**config.mk**
```make
export PLATFORM = sky130hd
export DESIGN_NAME = switch_toggle_gesture_detector
export DESIGN_NICKNAME = d
export VERILOG_FILES = /design/src/rtl/stgd_pkg.sv /design/src/rtl/stgd_step.sv /design/src/rtl/switch_toggle_gesture_detector.sv
export SDC_FILE = /design/constraint.sdc
export NUM_CORES = 1
export LEC_CHECK = 0
export ABC_AREA = 1
export BUFFER_PORTS_ARGS = -buffer_cell sky130_fd_sc_hd__buf_4
export CORE_MARGIN = 10
export CORE_UTILIZATION = 61
export CTS_CLUSTER_SIZE = 24
export DETAILED_ROUTE_END_ITERATION = 10
export HOLD_SLACK_MARGIN = 0.05
export PLACE_DENSITY = 0.92
export SYNTH_ARGS = -nofsm -noshare
export SYNTH_HDL_FRONTEND = slang
export SYNTH_HIERARCHICAL = 1
export SYNTH_SLANG_ARGS = --single-unit
```
**constraint.sdc**
```tcl
create_clock -name aclk -period 6.85 [get_ports aclk]
set_clock_uncertainty 0.05 [all_clocks]
set_input_delay 0.685 -clock aclk [delete_from_list [all_inputs] [get_ports aclk]]
set_output_delay 0.685 -clock aclk [all_outputs]
set_load 0.02 [all_outputs]
```
**src/rtl/stgd_pkg.sv**
```systemverilog
`default_nettype none
// ----------------------------------------------------------------------------
// stgd_pkg: shared types and constants
// Field widths, command and register codes, and the bundles passed between
// the step logic and the top level of the switch toggle gesture detector.
// ----------------------------------------------------------------------------
package stgd_pkg;

    localparam int TIME_BITS  = 48;
    localparam int POS_BITS   = 8;
    localparam int TALLY_BITS = 8;
    localparam int WIN_BITS   = 32;
    localparam int CFG_BITS   = 32;
    localparam int IDX_BITS   = 2;

    localparam logic [TALLY_BITS-1:0] TALLY_MAX       = '1;
    localparam logic [TALLY_BITS-1:0] RST_TO_TRIGGER  = 8'd6;
    localparam logic [TALLY_BITS-1:0] RST_TO_EXIT     = 8'd10;
    localparam logic                  RST_EXIT_ENABLE = 1'b1;
    localparam logic [WIN_BITS-1:0]   RST_WINDOW_US   = 32'd1000000;

    typedef enum logic [1:0] {
        CMD_SAMPLE    = 2'd0,
        CMD_LINK_LOST = 2'd1,
        CMD_ARMED_RPT = 2'd2
    } cmd_t;

    typedef enum logic [IDX_BITS-1:0] {
        REG_TO_TRIGGER  = 2'd0,
        REG_TO_EXIT     = 2'd1,
        REG_EXIT_ENABLE = 2'd2,
        REG_WINDOW_US   = 2'd3
    } reg_idx_t;

    typedef struct packed {
        logic [TALLY_BITS-1:0] toggles_to_trigger;
        logic [TALLY_BITS-1:0] toggles_to_exit;
        logic                  exit_enable;
        logic [WIN_BITS-1:0]   window_us;
    } cfg_t;

    typedef struct packed {
        logic [1:0]           cmd;
        logic [POS_BITS-1:0]  switch_pos;
        logic [TIME_BITS-1:0] now_us;
        logic                 armed_flag;
    } item_t;

    typedef struct packed {
        logic [POS_BITS-1:0]   prev_pos;
        logic                  prev_known;
        logic [TALLY_BITS-1:0] toggle_tally;
        logic [TIME_BITS-1:0]  last_change_time;
        logic                  is_armed;
        logic                  stopped;
    } state_t;

    typedef struct packed {
        logic                  trigger;
        logic                  exit_request;
        logic [TALLY_BITS-1:0] count_now;
        logic                  halted;
    } result_t;

endpackage : stgd_pkg
`default_nettype wire

```
**src/rtl/stgd_step.sv**
```systemverilog
`default_nettype none
// ----------------------------------------------------------------------------
// stgd_step: per-request update logic
// Takes the current detector state and one request, and produces the next
// state and the result for that request. Purely combinational.
// ----------------------------------------------------------------------------
module stgd_step (
    input  wire stgd_pkg::cfg_t    cfg_i,
    input  wire stgd_pkg::state_t  state_i,
    input  wire stgd_pkg::item_t   item_i,
    output stgd_pkg::state_t       state_next_o,
    output stgd_pkg::result_t      result_o
);
    import stgd_pkg::*;

    state_t               st;
    logic                 trig;
    logic                 ex;
    logic                 changed;
    logic [TIME_BITS-1:0] gap;

    always_comb begin
        st      = state_i;
        trig    = 1'b0;
        ex      = 1'b0;
        changed = 1'b0;
        gap     = '0;
        if (!st.stopped) begin
            case (item_i.cmd)
                CMD_ARMED_RPT: begin
                    if (item_i.armed_flag) begin
                        st.prev_known       = 1'b0;
                        st.toggle_tally     = '0;
                        st.last_change_time = '0;
                    end
                    st.is_armed = item_i.armed_flag;
                end
                CMD_LINK_LOST: begin
                    if (!st.is_armed) begin
                        st.prev_known       = 1'b0;
                        st.toggle_tally     = '0;
                        st.last_change_time = '0;
                    end
                end
                CMD_SAMPLE: begin
                    if (!st.is_armed) begin
                        if (!st.prev_known) begin
                            // first sample after a clear only records the position
                            st.prev_pos   = item_i.switch_pos;
                            st.prev_known = 1'b1;
                        end else if (item_i.switch_pos != st.prev_pos) begin
                            if (st.last_change_time == '0) begin
                                st.last_change_time = item_i.now_us;
                                st.toggle_tally     = TALLY_BITS'(1);
                            end else if (st.toggle_tally != TALLY_MAX) begin
                                st.toggle_tally = st.toggle_tally + TALLY_BITS'(1);
                            end
                            st.prev_pos = item_i.switch_pos;
                            changed     = 1'b1;
                        end
                        gap = item_i.now_us - st.last_change_time;
                        if (gap > {{(TIME_BITS-WIN_BITS){1'b0}}, cfg_i.window_us}) begin
                            // burst over: judge the tally
                            if (st.toggle_tally != '0 &&
                                st.toggle_tally >= cfg_i.toggles_to_trigger) begin
                                if (cfg_i.exit_enable &&
                                    st.toggle_tally >= cfg_i.toggles_to_exit) begin
                                    st.prev_known       = 1'b0;
                                    st.toggle_tally     = '0;
                                    st.last_change_time = '0;
                                    st.stopped          = 1'b1;
                                    ex                  = 1'b1;
                                end else begin
                                    trig = 1'b1;
                                end
                            end
                            if (!st.stopped) begin
                                st.toggle_tally     = '0;
                                st.prev_pos         = item_i.switch_pos;
                                st.prev_known       = 1'b1;
                                st.last_change_time = '0;
                            end
                        end else if (changed) begin
                            st.last_change_time = item_i.now_us;
                        end
                    end
                end
                default: begin
                end
            endcase
        end
        state_next_o          = st;
        result_o.trigger      = trig;
        result_o.exit_request = ex;
        result_o.count_now    = st.stopped ? '0 : st.toggle_tally;
        result_o.halted       = st.stopped;
    end

endmodule : stgd_step
`default_nettype wire

```
**src/rtl/switch_toggle_gesture_detector.sv**
```systemverilog
`default_nettype none
// ----------------------------------------------------------------------------
// switch_toggle_gesture_detector: switch toggle burst detector
// Counts position changes of a remote-control switch and judges each burst.
//
// Input channel (s_*): one request per switch sample, link timeout or armed
// report. Result channel (m_*): exactly one result per request, in order.
// Configuration: cfg_wr_en/cfg_index/cfg_wr_data write one register per
// cycle; write only while no request is in flight.
//
// Pipeline: a request is held in the input register, then the step logic
// updates the detector state and loads the result register, which drives
// m_valid. Throughput: one request per cycle while m_ready stays high, set
// by the single state update in the step logic.
// When the receiver stalls, the result register holds and the input
// register takes one more request; s_ready then drops until m_ready returns.
// Reset (aresetn low, synchronous): registers go to their defaults, the
// detector comes up armed with no known position, and both channels empty.
// ----------------------------------------------------------------------------
module switch_toggle_gesture_detector (
    input  wire                             aclk,
    input  wire                             aresetn,
    input  wire                             s_valid,
    output logic                            s_ready,
    input  wire  [1:0]                      s_cmd,
    input  wire  [stgd_pkg::POS_BITS-1:0]   s_switch_pos,
    input  wire  [stgd_pkg::TIME_BITS-1:0]  s_now_us,
    input  wire                             s_armed_flag,
    output logic                            m_valid,
    input  wire                             m_ready,
    output logic                            m_trigger,
    output logic                            m_exit_request,
    output logic [stgd_pkg::TALLY_BITS-1:0] m_count_now,
    output logic                            m_halted,
    input  wire                             cfg_wr_en,
    input  wire  [stgd_pkg::IDX_BITS-1:0]   cfg_index,
    input  wire  [stgd_pkg::CFG_BITS-1:0]   cfg_wr_data
);
    import stgd_pkg::*;

    cfg_t    cfg_reg;
    logic    in_valid_reg;
    item_t   in_item_reg;
    state_t  state_reg;
    state_t  state_next;
    result_t step_result;
    logic    out_valid_reg;
    result_t out_reg;
    logic    advance;

    // move the held request through the step logic when the result slot frees
    assign advance = in_valid_reg && (!out_valid_reg || m_ready);
    assign s_ready = !in_valid_reg || advance;

    always_ff @(posedge aclk) begin
        if (!aresetn) begin
            cfg_reg.toggles_to_trigger <= RST_TO_TRIGGER;
            cfg_reg.toggles_to_exit    <= RST_TO_EXIT;
            cfg_reg.exit_enable        <= RST_EXIT_ENABLE;
            cfg_reg.window_us          <= RST_WINDOW_US;
        end else if (cfg_wr_en) begin
            case (cfg_index)
                REG_TO_TRIGGER:  cfg_reg.toggles_to_trigger <= cfg_wr_data[TALLY_BITS-1:0];
                REG_TO_EXIT:     cfg_reg.toggles_to_exit    <= cfg_wr_data[TALLY_BITS-1:0];
                REG_EXIT_ENABLE: cfg_reg.exit_enable        <= cfg_wr_data[0];
                REG_WINDOW_US:   cfg_reg.window_us          <= cfg_wr_data[WIN_BITS-1:0];
                default: begin
                end
            endcase
        end
    end

    always_ff @(posedge aclk) begin
        if (!aresetn) begin
            in_valid_reg <= 1'b0;
        end else if (s_ready) begin
            in_valid_reg <= s_valid;
        end
    end

    always_ff @(posedge aclk) begin
        if (s_ready && s_valid) begin
            in_item_reg.cmd        <= s_cmd;
            in_item_reg.switch_pos <= s_switch_pos;
            in_item_reg.now_us     <= s_now_us;
            in_item_reg.armed_flag <= s_armed_flag;
        end
    end

    stgd_step u_step (
        .cfg_i        (cfg_reg),
        .state_i      (state_reg),
        .item_i       (in_item_reg),
        .state_next_o (state_next),
        .result_o     (step_result)
    );

    always_ff @(posedge aclk) begin
        if (!aresetn) begin
            state_reg.prev_pos         <= '0;
            state_reg.prev_known       <= 1'b0;
            state_reg.toggle_tally     <= '0;
            state_reg.last_change_time <= '0;
            state_reg.is_armed         <= 1'b1;
            state_reg.stopped          <= 1'b0;
        end else if (advance) begin
            state_reg <= state_next;
        end
    end

    always_ff @(posedge aclk) begin
        if (!aresetn) begin
            out_valid_reg <= 1'b0;
        end else if (advance) begin
            out_valid_reg <= 1'b1;
        end else if (m_ready) begin
            out_valid_reg <= 1'b0;
        end
    end

    always_ff @(posedge aclk) begin
        if (advance) begin
            out_reg <= step_result;
        end
    end

    assign m_valid        = out_valid_reg;
    assign m_trigger      = out_reg.trigger;
    assign m_exit_request = out_reg.exit_request;
    assign m_count_now    = out_reg.count_now;
    assign m_halted       = out_reg.halted;

endmodule : switch_toggle_gesture_detector
`default_nettype wire
```
; ---- Word level (Yosys, flattened, before mapping)
; Index checks and enable logic that the tools add are counted.
[classes]
bitwise_logic = 5
shifts = 0
multipliers = 0
mux = 39
n_reduce_logical = 23
n_addsub = 2
div = 0
order_cmp = 3
n_eq_ne = 10
[ops]
columns = op, n
row1 = 2-to-1 mux 57 bit, 5
row2 = 2-to-1 mux 56 bit, 5
row3 = case mux 57 bit (3 select lines), 1
row4 = 2-to-1 mux 48 bit, 3
row5 = 2-to-1 mux 65 bit, 1
row6 = 2-to-1 mux 58 bit, 1
row7 = > comparator 48 x 32 -> 1 bit, 1
row8 = zero test 48 bit, 1
row9 = subtractor 48 bit, 1
row10 = 2-to-1 mux 8 bit, 4
row11 = 2-to-1 mux 1 bit, 18
row12 = 2-to-1 mux 17 bit, 1
row13 = greater-or-equal comparator 8 bit, 2
row14 = adder 8 x 1 -> 8 bit (second input constant), 1
row15 = inequality test 8 bit, 1
row16 = inequality test 8 bit (second input constant), 1
row17 = AND reduction 2 bit, 4
row18 = nonzero test 8 bit, 1
row19 = equality test 2 bit (second input constant), 3
row20 = inequality test 2 bit (second input constant), 3
row21 = AND reduction 6 bit, 1
row22 = inverter 1 bit, 5
row23 = OR reduction 5 bit, 1
row24 = equality test 2 x 1 -> 1 bit (second input constant), 2
row25 = 9 further kinds, 15
[word_totals]
mem_count = 0
latchBits = 0
elab_cells = 102
ramBits = 0
mem_bits_ro = 0
register_bits = 188
input_bits = 98

; ---- Longest topological paths before layout
[depth]
ltp_word = 21
depth_mapped = 44
ltp_nobuf = 42

; ---- By module
; Netlist, hierarchy kept.
[modules_own_cells]
columns = mod, cells_per_inst, area_per_inst_um2, instances
row1 = stgd_step, 1583, 7952.6, 1
row2 = switch_toggle_gesture_detector, 816, 7104.3, 1

; ---- Worst setup path before layout
; OpenSTA, ideal clock, no wires.
[synth_path]
path_kind = register to register
startpoint = register in_item_reg[49] (netlist bit)
endpoint = register state_reg[33] (netlist bit)
arrival_ps = 4932
setup_slack_ps = 1804
path_stages_with_launch = 40
cell_sequence = edfxtp_1 -> xnor2_1 -> nand2_1 -> nor2_1 -> nand2_1 -> nand2_2 -> nor2_1 -> clkbuf_1 -> buf_1 -> a21oi_1 -> ha_1 -> nand2_1 -> inv_2 -> a21oi_1 -> nor2_1 -> nor2_1 -> o21ai_1 -> a31oi_1 -> [4 not listed] -> nand4_1 -> nor2_1 -> and3b_1 -> a21oi_1 -> nor2_1 -> nand3_1 -> nor2_4 -> nand2_2 -> buf_6 -> clkinv_2 -> nand2_2 -> buf_6 -> buf_6 -> o22ai_2 -> inv_1 -> nand3_1 -> nand2_1 -> nor2_1
[synth_between]
elab_chain_len = 18
[synth_rtl]
columns = element, line
row1 = "start, declared", switch_toggle_gesture_detector.sv:43  ; item_t in_item_reg;
row2 = inequality test 8 bit (*), stgd_step.sv:51  ; end else if (item_i.switch_pos != st.prev_pos) begin
row3 = "parallel branches: the longest is 14 deep, another holds subtractor 48 bit", --
row4 = 2-to-1 mux 48 bit (*), stgd_step.sv:62  ; if (gap > {{(TIME_BITS-WIN_BITS){1'b0}}, cfg_i.window_us}) begin
row5 = 2-to-1 mux 57 bit (*), stgd_step.sv:46  ; if (!st.is_armed) begin
row6 = case mux 57 bit (3 select lines) (*), stgd_step.sv:29  ; case (item_i.cmd)
row7 = "end signal, assigned", switch_toggle_gesture_detector.sv:107  ; state_reg <= state_next;
row8 = "end, declared", switch_toggle_gesture_detector.sv:44  ; state_t state_reg;
; Mark *: on every way between the ends. The select of a mux whose other input is x is not followed.
; A chain may end at the register's enable or synchronous reset.

; ---- Worst setup path in the final report
[layout_path]
startpoint = register state_reg[14] (netlist bit)
endpoint = register state_reg[22] (netlist bit)
[layout_between]
elab_chain_len = 19
[layout_rtl]
columns = element, line
row1 = zero test 48 bit, stgd_step.sv:52  ; if (st.last_change_time == '0) begin
row2 = 2-to-1 mux 8 bit, stgd_step.sv:52
row3 = 2-to-1 mux 56 bit, stgd_step.sv:51
row4 = 2-to-1 mux 56 bit (*), stgd_step.sv:47  ; if (!st.prev_known) begin
row5 = 2-to-1 mux 56 bit (*), stgd_step.sv:46
row6 = 2-to-1 mux 56 bit (*), stgd_step.sv:29
row7 = 2-to-1 mux 56 bit (*), stgd_step.sv:28  ; if (!st.stopped) begin
row8 = "parallel branches: the longest is 9 deep, another holds subtractor 48 bit", --
row9 = 2-to-1 mux 48 bit (*), stgd_step.sv:62
row10 = 2-to-1 mux 57 bit (*), stgd_step.sv:46
row11 = case mux 57 bit (3 select lines) (*), stgd_step.sv:29
; Marked as above.

==> parameters.txt <==
Parameter                              Value

Synth
  Most frequently used flop master after synthesis ... dfxtp_1
  Cells after synthesis ... 2399
  Number of flops mapped to enable cells by yosys ... 70
  Leading cell types by total area after synthesis ... dfxtp_1 16%, nand2_1 15%, edfxtp_1 14%, inv_1 11%, ha_1 8.0%
  Synth unique cells ... 47
  Top cell type's share of synthesized area ... between 15 and 20%
  Mapped cell area ... around 15000 um^2
  Leading area contributor after synthesis ... dfxtp_1
  Synthesis-stage register bit count ... around 190
  Mean instance size in the synthesized netlist ... around 6.3 um^2
  FFs w/ async S/R, synth ... 0%
  Share of synthesized area occupied by flip-flops and latches ... between 20% and 30%
  Syn nets ... around 2600
  Ys Warns ... 6

Finish
  Post-route cell area ... between 15000 and 20000 um^2
  Number of diodes added for antenna fixing ... 0
  Number of nets at the end of the flow ... about 2700
  Max reg flops ... 67
  Filler cell count in the final layout ... between 2000 and 2500
  Fraction of layout cells with a size suffix above 1 ... under 10%
  Area grow syn2layout ... 10.7%

Timing
  Total setup violations reported at the end of the flow ... 0
  Endpoints failing hold ... 0
  Unrepaired setup endpoints after global routing ... no
  Max Fclk ... 0.158 GHz
  Fraction of the cycle the final worst path needs ... 92.2%
  Slew of the pin with the lowest slew margin ... approximately 1.3 ns
  Setup TNS ... 0 ns
  Time the worst path needs with I/O delays and setup ... 6.31 ns
  Max-slew violation count ... 0
  Max-Slew Margin vs Limit ... between 10 and 15%
  Worst hold-check slack ... approximately 0.35 ns

Floorplan
  Placeable core region ... between 20000 and 25000 um^2
  Initial core utilization ... between 60% and 70%
  Number of top-level pins ... 111
  Die area ... 31400 um^2
  Die width ... ~180 um
  Chip height ... around 180 um
  Number of placement rows ... 57

Route
  Vias/cell ... 5.66
  Sum of met3 wire segment lengths after detailed routing ... roughly 3100 um
  ANT nets after route ... 0
  Total vias in the final route ... between 15000 and 20000
  Uppermost routed layer ... met4
  Mean routed wirelength per cell ... between 15 and 20 um
  DRC marker count from the first detailed-route iteration ... 1858
  Post-Route M1 WL ... about 20000 um
  Number of remaining DRC errors ... 0
  Final wirelength ... roughly 48000 um
  Pre-Repair DR Iteration Count ... 5
  Total length of routed met2 wires ... ~23000 um

Setup path
  Crit path capture type ... flip-flop
  Last element of the critical path ... state_reg[22]$_SDFFE_PN0P_
  Worst stage delay on the critical path ... between 0.4 and 0.5 ns
  Startpoint of the worst register-to-register path ... state_reg[14]$_SDFFE_PN0P_
  Setup CP Type ... flip-flop to flip-flop
  Startpoint type of the worst setup path ... flip-flop
  Register-to-register setup slack ... between 0.5 and 0.6 ns
  Worst R2R End ... state_reg[22]$_SDFFE_PN0P_
  Arrival @ worst endpoint ... 6.60 ns
  Critical path fanouts, max ... 39
  Required time reported for the critical path endpoint ... between 7 and 8 ns
  FF-to-FF path depth ... 39
  Library cell appearing most often on the critical path ... nor2_1
  Critical Path Slowest Stage Cell ... buf_4
  Crit path launch ... state_reg[14]$_SDFFE_PN0P_

Power and ir drop
  P per Cell Area ... ~200 nW/um^2
  Worst vdd rail ir drop ... 177 uV
  Standby leakage power ... roughly 8.2 nW

Global route
  Pin count of the biggest net entering global routing ... 95
  Initial antenna violation count ... 0
  Global-route usage over all layers ... 29.9%
  First-pass GRT wire length ... ~76000 um
  Remaining global-route overflow ... 0
  Via count of the first global-routing pass ... around 15000

Clocking
  Clock buffer count from CTS ... 17
  CTS root buffer ... clkbuf_16
  Worst-skew pair later-pin latency ... approximately 0.46 ns
  Clock tree sinks ... between 150 and 200
  CTS tree ... yes
  Clock transition at path regs ... approximately 0.09 ns
  Maximum level of the CTS H-tree ... 4
  Maximum root-to-sink buffer count ... 2

Place
  Placer congestion estimate ... 0.989
  Dpl cell area ... about 16000 um^2
  Count of input and output buffers ... 110
  HPWL after detailed placement ... 36800 um

Run status
  Run status ... finished clean

Worst hold path
  Hold depth ... 1
  Worst min path class ... input pin to flip-flop

Run
  Maximum Capacitance Violations ... 0
critical path: cells and delay by family (launching register included):
family / cells / cell delay [ns]
flops: 1 / 0.36
simple gates: 23 / 2.98
xor+xnor: 1 / 0.16
buf+inv: 7 / 0.95
fa+ha+maj: 3 / 0.75
compound gates: 5 / 0.88
metrics by stage:
stage          utilization, %  instances  total power, mW  worst slack [ns]
5_1_grt                  68.6       2794             3.57            0.0900
4_1_cts                  68.5       2792             3.38             0.563
3_5_place_dp             65.9       2760             2.32             0.586
2_1_floorplan               -       2399             2.01              1.80
6_report                 68.6       2794             3.39             0.538
3_3_place_gp             65.9       2760             2.28             0.818
metal layers:
| metal | vias to the layer above | GRT usage [%] |
|---|---|---|
| met3 | 137 | 4.14 |
| met5 | - | 0 |
| met2 | 688 | 51.5 |
| met4 | 0 | 12.6 |
| met1 | 7256 | 36.5 |
| li1 | 7727 | - |
area by class of cell:
type / instances / area (um^2) / share of cell area [%]
inverter: 445 / 1670 / 10.0
sequential: 188 / 4470 / 26.8
timing repair buffer: 129 / 981 / 5.88
tap: 324 / 405 / 2.43
clock inverter: 15 / 204 / 1.22
multi-input combinational: 1676 / 8520 / 51.1
clock buffer: 17 / 425 / 2.55
what timing repair did:
item,CTS,global route
resized for setup,0,0
hold buffers,0,0
endpoints found under the hold margin,0,0
setup endpoints to repair,0,42
buffers inserted,0,2
power breakdown:
| part | internal [mW] | leakage (nW) | switching, mW |
|---|---|---|---|
| clock network | 0.506 | 0.302 | 0.563 |
| registers | 1.23 | 1.65 | 0.0656 |
| logic | 0.368 | 6.25 | 0.662 |
layout by cell type, fill, tap and decap left out, types with 3 or more instances in the layout:
cell type,Yosys,routed
a21oi_1,238,238
a31oi_1,5,5
buf_4,10,128
clkbuf_16,0,17
clkinv_4,0,3
clkinv_8,0,6
dfxtp_1,118,117
edfxtp_1,70,70
ha_1,96,96
inv_1,434,432
inv_12,0,3
inv_2,8,10
nand2_1,596,595
nand2_2,5,5
nand3_1,174,173
nand3_2,7,8
nand3b_1,4,4
nand4_1,34,34
nor2_1,309,307
nor2_2,12,12
nor2_4,1,3
nor3_1,9,9
o21ai_0,56,56
o21ai_1,8,8
o21bai_1,9,9
o22ai_1,39,39
o22ai_2,10,10
o31ai_1,6,6
xnor2_1,20,20
xor2_1,19,19
worst min path at each step:
stage	startpoint	endpoint	slack, ns
2_1_floorplan	cfg_reg[6]$_SDFFE_PN1P_	cfg_reg[6]$_SDFFE_PN1P_	0.38
3_3_place_gp	cfg_reg[6]$_SDFFE_PN1P_	cfg_reg[6]$_SDFFE_PN1P_	0.39
3_5_place_dp	cfg_reg[34]$_SDFFE_PN1P_	cfg_reg[34]$_SDFFE_PN1P_	0.40
4_1_cts	s_switch_pos[4]	in_item_reg[53]$_DFFE_PP_	0.34
5_1_grt	s_switch_pos[4]	in_item_reg[53]$_DFFE_PP_	0.33
6_report	s_switch_pos[4]	in_item_reg[53]$_DFFE_PP_	0.35
cells in the mapped netlist, drive strengths merged, types with 2 or more instances:
master / n
o22ai: 49
a31oi: 5
dfxtp: 118
nand3: 181
clkbuf: 43
o31ai: 6
inv: 442
buf: 47
o21ai: 65
nand4: 34
xor2: 19
ha: 96
edfxtp: 70
xnor2: 20
o2111ai: 2
a21oi: 240
nand3b: 4
nand2: 601
nor3: 11
o21a: 2
o21bai: 9
nor2: 323
clkinv: 3
logic make-up after synthesis:
group	Yosys count	synth area share, %
flops	188	29.6
simple gates	1158	32.0
fa+ha+maj	97	8.11
compound gates	381	14.0
buf+inv	535	14.0
mux	1	0.0665
xor+xnor	39	2.27
Note: power is estimated with default switching activity, not from simulation.
